`src/hw/rtl/rgpt_pkg.sv`:
```
// shared types and constants for the rain gauge period totals block
`default_nettype none
package rgpt_pkg;
	localparam logic [3:0] MARK_UNSET = 4'd15;
	localparam logic [3:0] RST_ALL = 4'hF;
	localparam int CFG_GAUGE_WRAP = 0;
	localparam int CFG_QUALITY = 1;

	typedef struct packed {
		logic        mode;
		logic [31:0] timestamp;
		logic [5:0]  minute;
		logic [2:0]  weekday;
		logic [3:0]  month;
		logic [19:0] rain_count;
		logic        startup;
		logic [3:0]  reset_flags;
	} in_item_t;

	typedef struct packed {
		logic [20:0] hour_rain;
		logic [5:0]  valid_bins;
		logic        hour_valid;
		logic [31:0] day_rain;
		logic        day_known;
		logic [31:0] week_rain;
		logic        week_known;
		logic [31:0] month_rain;
		logic        month_known;
		logic        time_rejected;
	} out_item_t;

	// controller to datapath
	typedef struct packed {
		logic load;
		logic fold;
		logic update;
		logic sum_clr;
		logic sum_step;
		logic emit;
	} dp_cmd_t;

	// datapath to controller
	typedef struct packed {
		logic walk_done;
		logic sum_done;
	} dp_sts_t;

	function automatic logic [15:0] sat16(input logic signed [33:0] v);
		if (v > 34'sd32767) return 16'h7FFF;
		else if (v < -34'sd32768) return 16'h8000;
		else return v[15:0];
	endfunction
endpackage
`default_nettype wire

```
`src/hw/rtl/rgpt_if.sv`:
```
// valid/ready channel carrying one item
`default_nettype none
interface rgpt_if #(parameter type T = logic) (input wire logic clk);
	logic valid;
	logic ready;
	T     data;
	modport source(output valid, output data, input ready);
	modport sink(input valid, input data, output ready);
endinterface
`default_nettype wire

```
`src/hw/rtl/rgpt_ctrl.sv`:
```
// sequencing state machine
`default_nettype none
module rgpt_ctrl
	import rgpt_pkg::*;
(
	input  wire logic    clk,
	input  wire logic    arst_n,
	input  wire logic    in_valid,
	output logic         in_ready,
	output logic         out_valid,
	input  wire logic    out_ready,
	output dp_cmd_t      cmd,
	input  dp_sts_t      sts
);
	localparam logic [2:0] S_IDLE = 3'd0;
	localparam logic [2:0] S_FOLD = 3'd1;
	localparam logic [2:0] S_UPD  = 3'd2;
	localparam logic [2:0] S_SUM  = 3'd3;
	localparam logic [2:0] S_EMIT = 3'd4;

	logic [2:0] state_q;
	logic out_valid_q;

	assign in_ready = (state_q == S_IDLE);
	assign out_valid = out_valid_q;

	always_comb begin
		cmd = '0;
		cmd.load = in_valid && in_ready;
		unique case (state_q)
			S_FOLD: cmd.fold = 1'b1;
			S_UPD: begin
				cmd.update = 1'b1;
				cmd.sum_clr = sts.walk_done;
			end
			S_SUM: cmd.sum_step = 1'b1;
			S_EMIT: cmd.emit = !out_valid_q || out_ready;
			default: ;
		endcase
	end

	always_ff @(posedge clk or negedge arst_n) begin
		if (!arst_n) begin
			state_q <= S_IDLE;
			out_valid_q <= 1'b0;
		end else begin
			// a new result replaces the one taken at the same edge
			if (out_valid_q && out_ready && !cmd.emit) out_valid_q <= 1'b0;
			unique case (state_q)
				S_IDLE: if (in_valid) state_q <= S_FOLD;
				S_FOLD: state_q <= S_UPD;
				S_UPD: if (sts.walk_done) state_q <= S_SUM;
				S_SUM: if (sts.sum_done) state_q <= S_EMIT;
				S_EMIT: if (!out_valid_q || out_ready) begin
					out_valid_q <= 1'b1;
					state_q <= S_IDLE;
				end
				default: state_q <= S_IDLE;
			endcase
		end
	end
endmodule
`default_nettype wire

```
`src/hw/rtl/rgpt_dp.sv`:
```
// totals folding, bin ring, baselines and output register
`default_nettype none
module rgpt_dp
	import rgpt_pkg::*;
#(
	parameter int SLOT_MINUTES = 6,
	parameter int HIST_SLOTS = 10
) (
	input  wire logic    clk,
	input  wire logic    arst_n,
	input  in_item_t     in_data,
	input  wire logic    cfg_we,
	input  wire logic    cfg_index,
	input  wire logic [20:0] cfg_data,
	input  dp_cmd_t      cmd,
	output dp_sts_t      sts,
	output out_item_t    out_data
);
	localparam int SW = (HIST_SLOTS > 1) ? $clog2(HIST_SLOTS) : 1;
	localparam int CW = $clog2(HIST_SLOTS + 1);
	localparam logic [33:0] SLOT_SEC = 34'(SLOT_MINUTES * 60);
	localparam logic [33:0] RING_SEC = 34'(HIST_SLOTS * SLOT_MINUTES * 60);
	localparam logic [SW-1:0] LAST = SW'(HIST_SLOTS - 1);

	logic [20:0] gauge_wrap_q;
	logic [5:0]  quality_q;
	in_item_t    it_q;
	logic [15:0] bins_q [HIST_SLOTS];
	logic [31:0] last_time_q, prev_total_q, wrap_offset_q, running_total_q;
	logic [SW-1:0] last_slot_q, slot_q, walk_q, sidx_q;
	logic        prev_known_q, startup_before_q, rejected_q, walking_q;
	logic [19:0] reading_before_q;
	logic [3:0]  day_mark_q, week_mark_q, month_mark_q, wday_before_q;
	logic [31:0] day_base_q, week_base_q, month_base_q;
	logic [15:0] delta_q;
	logic [33:0] tdelta_q, tnext_q;
	logic [20:0] sum_q;
	logic [CW-1:0] cnt_q;
	out_item_t   out_q;

	// fold stage values
	logic [31:0] pt, lt, total0, woff, total;
	logic [SW-1:0] ls;
	logic [SW-1:0] slot_c;

	// minute to slot as a constant table
	always_comb begin
		slot_c = '0;
		for (int m = 0; m < 64; m++)
			if (in_data.minute == 6'(m)) slot_c = SW'((m / SLOT_MINUTES) % HIST_SLOTS);
	end

	always_comb begin
		pt = prev_known_q ? prev_total_q : 32'(it_q.rain_count);
		lt = prev_known_q ? last_time_q : it_q.timestamp;
		ls = prev_known_q ? last_slot_q : slot_q;
		total0 = wrap_offset_q + 32'(it_q.rain_count);
		woff = wrap_offset_q;
		if (total0 < pt) begin
			if (!startup_before_q && it_q.startup) woff = wrap_offset_q + 32'(reading_before_q);
			else woff = wrap_offset_q + 32'(gauge_wrap_q);
		end
		total = woff + 32'(it_q.rain_count);
	end

	logic [SW-1:0] walk_nx;
	assign walk_nx = (walk_q == LAST) ? '0 : walk_q + 1'b1;
	assign sts.walk_done = !walking_q || !(tnext_q < 34'(it_q.timestamp));
	assign sts.sum_done = (sidx_q == LAST);

	logic [15:0] cur;
	assign cur = bins_q[slot_q];

	always_ff @(posedge clk or negedge arst_n) begin
		if (!arst_n) begin
			gauge_wrap_q <= 21'd100000;
			quality_q <= 6'd10;
			for (int i = 0; i < HIST_SLOTS; i++) bins_q[i] <= 16'hFFFF;
			last_time_q <= '0; last_slot_q <= '0; prev_total_q <= '0;
			prev_known_q <= 1'b1; wrap_offset_q <= '0; running_total_q <= '0;
			startup_before_q <= 1'b0; reading_before_q <= '0;
			day_mark_q <= MARK_UNSET; week_mark_q <= MARK_UNSET;
			month_mark_q <= MARK_UNSET; wday_before_q <= MARK_UNSET;
			day_base_q <= '0; week_base_q <= '0; month_base_q <= '0;
			walking_q <= 1'b0; rejected_q <= 1'b0;
			it_q <= '0; slot_q <= '0; walk_q <= '0; delta_q <= '0;
			tdelta_q <= '0; tnext_q <= '0;
		end else begin
			if (cfg_we) begin
				if (cfg_index == 1'(CFG_GAUGE_WRAP)) gauge_wrap_q <= cfg_data;
				else quality_q <= cfg_data[5:0];
			end
			if (cmd.load) begin
				it_q <= in_data;
				slot_q <= slot_c;
			end
			if (cmd.fold) begin
				rejected_q <= 1'b0;
				walking_q <= 1'b0;
				if (it_q.mode) begin
					if (it_q.reset_flags[0])
						for (int i = 0; i < HIST_SLOTS; i++) bins_q[i] <= 16'hFFFF;
					if (it_q.reset_flags[1]) begin day_mark_q <= MARK_UNSET; day_base_q <= '0; end
					if (it_q.reset_flags[2]) begin week_mark_q <= MARK_UNSET; week_base_q <= '0; end
					if (it_q.reset_flags[3]) begin month_mark_q <= MARK_UNSET; month_base_q <= '0; end
					if (it_q.reset_flags == RST_ALL) begin
						startup_before_q <= 1'b0; reading_before_q <= '0;
						prev_total_q <= '0; prev_known_q <= 1'b0;
						wrap_offset_q <= '0; running_total_q <= '0;
					end
				end else begin
					if (last_time_q == '0)
						for (int i = 0; i < HIST_SLOTS; i++) bins_q[i] <= 16'hFFFF;
					prev_total_q <= pt; last_time_q <= lt; last_slot_q <= ls;
					prev_known_q <= 1'b1;
					wrap_offset_q <= woff; running_total_q <= total;
					startup_before_q <= it_q.startup; reading_before_q <= it_q.rain_count;
					delta_q <= sat16(34'(signed'({2'b00, total})) - 34'(signed'({2'b00, pt})));
					if (wday_before_q == MARK_UNSET) wday_before_q <= {1'b0, it_q.weekday};
					tdelta_q <= 34'(it_q.timestamp) - 34'(lt);
					tnext_q <= 34'(lt) + SLOT_SEC;
					walk_q <= ls;
					if (it_q.timestamp < lt) rejected_q <= 1'b1;
					else if (34'(it_q.timestamp) - 34'(lt) >= SLOT_SEC
						&& 34'(it_q.timestamp) - 34'(lt) < RING_SEC) walking_q <= 1'b1;
				end
			end
			if (cmd.update && !it_q.mode && !rejected_q) begin
				if (walking_q && !sts.walk_done) begin
					bins_q[walk_nx] <= 16'hFFFF;
					walk_q <= walk_nx;
					tnext_q <= tnext_q + SLOT_SEC;
				end else begin
					if (tdelta_q < SLOT_SEC) begin
						if (last_slot_q == slot_q)
							bins_q[slot_q] <= sat16(34'(signed'(cur[15] ? 16'd0 : cur))
								+ 34'(signed'(delta_q)));
						else bins_q[slot_q] <= delta_q;
					end else if (tdelta_q >= RING_SEC) begin
						for (int i = 0; i < HIST_SLOTS; i++) bins_q[i] <= 16'hFFFF;
					end else bins_q[slot_q] <= delta_q;
					if ({1'b0, it_q.weekday} != day_mark_q || day_mark_q == MARK_UNSET) begin
						day_mark_q <= {1'b0, it_q.weekday}; day_base_q <= running_total_q;
					end
					if ((it_q.weekday == 3'd1 && wday_before_q == 4'd0) || week_mark_q == MARK_UNSET) begin
						week_mark_q <= {1'b0, it_q.weekday}; week_base_q <= running_total_q;
					end
					wday_before_q <= {1'b0, it_q.weekday};
					if (it_q.month != month_mark_q || month_mark_q == MARK_UNSET) begin
						month_mark_q <= it_q.month; month_base_q <= running_total_q;
					end
					last_time_q <= it_q.timestamp;
					last_slot_q <= slot_q;
					prev_total_q <= running_total_q;
				end
			end
		end
	end

	// serial sum over the ring
	always_ff @(posedge clk) begin
		if (cmd.sum_clr) begin
			sidx_q <= '0; sum_q <= '0; cnt_q <= '0;
		end else if (cmd.sum_step) begin
			if (!bins_q[sidx_q][15]) begin
				sum_q <= sum_q + 21'(bins_q[sidx_q]);
				cnt_q <= cnt_q + 1'b1;
			end
			if (!sts.sum_done) sidx_q <= sidx_q + 1'b1;
		end
	end

	logic [20:0] sum_f;
	logic [CW-1:0] cnt_f;
	always_comb begin
		sum_f = sum_q; cnt_f = cnt_q;
		if (!bins_q[sidx_q][15]) begin
			sum_f = sum_q + 21'(bins_q[sidx_q]);
			cnt_f = cnt_q + 1'b1;
		end
	end

	always_ff @(posedge clk) begin
		if (cmd.sum_step && sts.sum_done) begin
			out_q.hour_rain <= sum_f;
			out_q.valid_bins <= 6'(cnt_f);
			out_q.hour_valid <= 6'(cnt_f) >= quality_q;
			out_q.day_known <= day_mark_q != MARK_UNSET;
			out_q.day_rain <= (day_mark_q != MARK_UNSET) ? running_total_q - day_base_q : '0;
			out_q.week_known <= week_mark_q != MARK_UNSET;
			out_q.week_rain <= (week_mark_q != MARK_UNSET) ? running_total_q - week_base_q : '0;
			out_q.month_known <= month_mark_q != MARK_UNSET;
			out_q.month_rain <= (month_mark_q != MARK_UNSET) ? running_total_q - month_base_q : '0;
			out_q.time_rejected <= rejected_q;
		end
		if (cmd.emit) out_data <= out_q;
	end
endmodule
`default_nettype wire

```
`src/hw/rtl/rain_gauge_period_totals_core.sv`:
```
// Rain gauge period totals: one result item per input item. Each item is
// loaded, its counter total is folded, each skipped slot is invalidated in
// the ring walk (at most HIST_SLOTS - 1), then the bins and baselines are
// written, the bins are summed serially, and the result is presented. The
// bin ring is walked one entry per cycle; that walk and the sum set the rate,
// and a new item is taken only after the last result is presented.
`default_nettype none
module rain_gauge_period_totals_core
	import rgpt_pkg::*;
#(
	parameter int SLOT_MINUTES = 6,
	parameter int HIST_SLOTS = 10
) (
	input wire logic   clk,
	input wire logic   arst_n,
	rgpt_if.sink       in_ch,
	rgpt_if.source     out_ch,
	input wire logic   cfg_we,
	input wire logic   cfg_index,
	input wire logic [20:0] cfg_data
);
	dp_cmd_t cmd;
	dp_sts_t sts;

	rgpt_ctrl u_ctrl (
		.clk(clk), .arst_n(arst_n),
		.in_valid(in_ch.valid), .in_ready(in_ch.ready),
		.out_valid(out_ch.valid), .out_ready(out_ch.ready),
		.cmd(cmd), .sts(sts)
	);

	rgpt_dp #(.SLOT_MINUTES(SLOT_MINUTES), .HIST_SLOTS(HIST_SLOTS)) u_dp (
		.clk(clk), .arst_n(arst_n), .in_data(in_ch.data),
		.cfg_we(cfg_we), .cfg_index(cfg_index), .cfg_data(cfg_data),
		.cmd(cmd), .sts(sts), .out_data(out_ch.data)
	);
endmodule
`default_nettype wire

```
`src/flat_wrapper.sv`:
```
// flat-port wrapper written by rule: the top's interface ports become plain ports
module rain_gauge_period_totals_core_flat import rgpt_pkg::*;
#(
	parameter int SLOT_MINUTES = 6,
	parameter int HIST_SLOTS = 10
)
  (clk, arst_n, cfg_we, cfg_index, cfg_data, in_ch_valid, in_ch_data, in_ch_ready, out_ch_valid, out_ch_data, out_ch_ready);
  rgpt_if #(.T(in_item_t)) in_ch_i (.clk(clk));
  rgpt_if #(.T(out_item_t)) out_ch_i (.clk(clk));
  input wire logic clk;
  input wire logic arst_n;
  input wire logic cfg_we;
  input wire logic cfg_index;
  input wire logic [20:0] cfg_data;
  input wire logic [$bits(in_ch_i.valid)-1:0] in_ch_valid;
  input wire logic [$bits(in_ch_i.data)-1:0] in_ch_data;
  output wire logic [$bits(in_ch_i.ready)-1:0] in_ch_ready;
  output wire logic [$bits(out_ch_i.valid)-1:0] out_ch_valid;
  output wire logic [$bits(out_ch_i.data)-1:0] out_ch_data;
  input wire logic [$bits(out_ch_i.ready)-1:0] out_ch_ready;
  assign in_ch_i.valid = in_ch_valid;
  assign in_ch_i.data = in_ch_data;
  assign in_ch_ready = in_ch_i.ready;
  assign out_ch_valid = out_ch_i.valid;
  assign out_ch_data = out_ch_i.data;
  assign out_ch_i.ready = out_ch_ready;
  rain_gauge_period_totals_core #(.SLOT_MINUTES(SLOT_MINUTES), .HIST_SLOTS(HIST_SLOTS)) u_core (.clk(clk), .arst_n(arst_n), .in_ch(in_ch_i), .out_ch(out_ch_i), .cfg_we(cfg_we), .cfg_index(cfg_index), .cfg_data(cfg_data));
endmodule
```
`config.mk`:
```
export PLATFORM = sky130hd
export DESIGN_NAME = rain_gauge_period_totals_core_flat
export DESIGN_NICKNAME = d
export VERILOG_FILES = /design/src/hw/rtl/rgpt_pkg.sv /design/src/hw/rtl/rgpt_if.sv /design/src/hw/rtl/rgpt_ctrl.sv /design/src/hw/rtl/rgpt_dp.sv /design/src/hw/rtl/rain_gauge_period_totals_core.sv /design/src/flat_wrapper.sv
export SDC_FILE = /design/constraint.sdc
export NUM_CORES = 2
export LEC_CHECK = 0
export ABC_AREA = 1
export ABC_CLOCK_PERIOD_IN_PS = 15330
export BUFFER_PORTS_ARGS = -buffer_cell sky130_fd_sc_hd__clkbuf_2
export CORE_MARGIN = 1
export CORE_UTILIZATION = 39
export DETAILED_ROUTE_END_ITERATION = 8
export MAX_ROUTING_LAYER = met4
export PLACE_DENSITY_LB_ADDON = 0.15
export SYNTH_ARGS = -nofsm -noshare
export SYNTH_HDL_FRONTEND = slang
export SYNTH_SLANG_ARGS = --single-unit
```
`constraint.sdc`:
```
create_clock -name clk -period 15.33 [get_ports clk]
set_input_delay 4.599 -clock clk [delete_from_list [all_inputs] [get_ports clk]]
set_output_delay 4.599 -clock clk [all_outputs]
set_load 0.03 [all_outputs]
```
==> impl_results.md <==
- Status: finished clean
- Vias in the first global route: 58000
- First-pass detailed-route iteration total: 8
- Hold Slack: 0.402 ns
- CP arrival: 10.81 ns
- Setup-failing EPs final: 0
- Hold Buf Count CTS: 0
- Width of the die: 403 um
- Global-route wire length before repair: 356 mm
- CTS resizes: 0
- Top-area cell type share of the netlist area: 17.0%
- RSZ-0062 raised after global routing: no
- Die Ht: 403 um
- CP startpoint kind: flip-flop
- Slew margin rel.: 10.6%
- Worst EP required: 16.00 ns
- Share of cells above drive strength 1: 9.64%
- Reg2reg end: u_core.u_dp.delta_q[11]$_DFFE_PN0P_
- Crit Path Class: flip-flop to flip-flop
- DIE AREA: 162000 um^2
- Mapped Area: 62700 um^2
- RR Startpoint: u_core.u_dp.wrap_offset_q[0]$_DFFE_PN0P_
- Post-synthesis register bit count: 893
- Number of synthesized flops with an enable pin: 252
- Nets: 9008
- Crit path max-delay cell type: nor4_1
- Placer Congestion: 0.955
- Clock-pin transition on the worst setup and hold timing paths: 0.06 ns
- Worst Skew: 0.0773 ns
- P&R area growth vs syn: 10.5%
- CTS max path bufs: 3
- FP Rows: 146
- Setup Fix Bufs, Post-CTS: 0
- Tot GR Track Use: 29.2%
- Final Max Slew Viols: 0
- Setup crit end: u_core.u_dp.delta_q[11]$_DFFE_PN0P_
- Via/cell ratio: 5.74
- CTS Sinks: 893
- Final Hold Viols: 0
- Primary FF master, synth: dfrtp_1
- Total CTS buffers: 106
- Fin crit period: 10.15 ns
- # DRC: 0
- Core Box Area: 159000 um^2
- Reg area: 23700 um^2
- Most frequent CP cell: nand2_1
- Top-count cell post-synth: nand2_1
- Synth Warn #: 0
- Footprint of the multi-input gates: 33300 um^2
- Vias: 61700
- Setup TNS: 0 ns
- Worst slew pin tran: 1.33 ns
- Initial antenna violation count: 12
- Fillers: 16200
- Total of max-cap violations: 0
- Final ANT Viol Nets: 0
- Worst-path fanout max: 37
- Syn Inst Count: 8564
- Synth top cells by count: nand2_1 (1811), inv_1 (1075), o21ai_0 (908)
- Mean Syn Cell Area: 7.32 um^2
- Highest clock rate: 98.6 MHz
- Worst-Skew Late Latency: 0.78 ns
- Final wirelength: 237 mm
- CP Depth: 50
- Hold Crit Start: u_core.u_dp.out_q[8]$_SDFFCE_PP0P_
- Ports: 228
- Post-synthesis cell type count: 78
- Congestion Overflow GR: 0
- Kind of cell adding the most delay to the critical path: simple AND/OR/NAND/NOR gates
- Top post-synthesis cells by area: dfrtp_1 (17%), edfxtp_1 (12%), nand2_1 (11%), dfstp_2 (7.8%), o21ai_0 (7.2%)
- Top cell type by total area after synthesis: dfrtp_1
- Synth async-reset ratio: 68.5%
- R2R cell count: 50
- Setup crit end kind: flip-flop
- Hold WC Path Type: flip-flop to flip-flop
- Post-synthesis sequential area ratio: 37.8%
- Critical path launch point: u_core.u_dp.wrap_offset_q[0]$_DFFE_PN0P_
- Starting Density: 39.5%
- H-tree depth: 3
- Largest net degree at the start of global routing: 161
- Final period utilization: 66.2%
- Critical Path Max Stage Delay: 0.43 ns
- CP bufs+invs: 4
- CTS tree: built
- Post-DP HPWL: 166 mm
- IO Port Bufs: 225
- R2R Setup Slk: 5.18 ns
- Starting DRT DRC Count: 5971
- Clock Tree Root: clkbuf_16
- Routed wire per std cell: 22.0 um
[worst register-to-register path: cells and delay by family, from the launching register on]
kind	cells	cell delay [ns]
buffers and inverters	4	0.69
flip-flops	1	0.42
adder cells (fa/ha/maj)	5	1.72
XOR/XNOR	2	0.32
AO/OA/AOI/OAI	7	1.65
AND/OR/NAND/NOR	32	5.28
[registers in the layout (all words and copies together) (netlist names), 6 cells and up]
name	count
u_core.u_dp.it_q	65
u_core.u_dp.prev_total_q	32
u_core.u_dp.out_q	126
u_core.u_dp.delta_q	16
u_core.u_dp.gauge_wrap_q	21
u_core.u_dp.wrap_offset_q	32
u_core.u_dp.bins_q	160
u_core.u_dp.out_data	126
u_core.u_dp.week_base_q	32
u_core.u_dp.reading_before_q	20
u_core.u_dp.last_time_q	32
u_core.u_dp.day_base_q	32
u_core.u_dp.sum_q	21
u_core.u_dp.running_total_q	32
u_core.u_dp.quality_q	6
u_core.u_dp.tdelta_q	30
u_core.u_dp.month_base_q	32
u_core.u_dp.tnext_q	34
[metal layers]
layer  vias up  wire, um  GRT usage [%]
li1      29200         -              -
met1     29300    108000           40.7
met2      2742     99300           42.2
met3       509     20600           5.11
met4         0      9640           10.8
met5         -         0              -
[layout by cell type (no fill, tap or decap), drive strengths merged, types with 9 or more instances in the layout]
cell type,n
buf,90
ha,320
inv,1103
dfstp,185
a21oi,765
o22ai,121
or2,18
clkinv,49
o21a,38
nand4,78
nand3,470
nor2,658
a31oi,177
dfrtp,427
o221ai,30
nor3,78
nand3b,14
mux2,14
a21o,14
bufinv,14
a211oi,47
o31ai,9
clkinvlp,12
o21bai,16
a22oi,37
fa,10
o2111ai,23
clkbuf,362
nor4,22
nand2,1833
o21ai,981
xnor2,61
xor2,118
edfxtp,252
a21boi,20
o211ai,48
a32o,12
dfxtp,29
o311ai,77
[cell type report]
cell class | instances | share of cell area (%)
tap | 2072 | 3.74
timing repair buffer | 314 | 2.67
multi-input combinational | 6149 | 48.0
sequential | 893 | 34.2
clock inverter | 62 | 1.18
clock buffer | 138 | 4.12
inverter | 1116 | 6.07
antenna | 8 | 0.0289
[how the worst min path moves through the flow]
stage | cells after the start | endpoint
floorplan | 0 | u_core.u_dp.out_data[0]$_DFFE_PP_
global route | 0 | u_core.u_dp.out_data[8]$_DFFE_PP_
finish | 0 | u_core.u_dp.out_data[8]$_DFFE_PP_
global placement | 0 | u_core.u_dp.out_data[122]$_DFFE_PP_
detailed placement | 0 | u_core.u_dp.out_data[119]$_DFFE_PP_
CTS | 0 | u_core.u_dp.out_data[8]$_DFFE_PP_
[cells by family (layout without fill, tap and decap cells)]
group	after synthesis	after routing	synth area share, %
other cells	1	10	0.00598
flops	893	893	37.8
xor+xnor	179	179	2.54
fa+ha+maj	330	330	6.70
compound gates	2442	2442	22.2
simple gates	3182	3182	21.1
mux	14	14	0.251
buf+inv	1523	1630	9.40
[through the flow]
step / utilization, % / worst slack (ns) / cells / area, um^2
detailed placement: 41.3 / 5.39 / 10500 / 65600
global route: 43.6 / 4.37 / 10800 / 69300
finish: 43.6 / 5.18 / 10800 / 69300
floorplan: - / 4.00 / 8565 / 62700
CTS: 43.6 / 5.29 / 10700 / 69300
global placement: 41.3 / 5.62 / 10500 / 65600
Power is left out: the tool's default activity adds up to more than one toggle a clock period on the data nets, which glitch-free logic cannot reach.
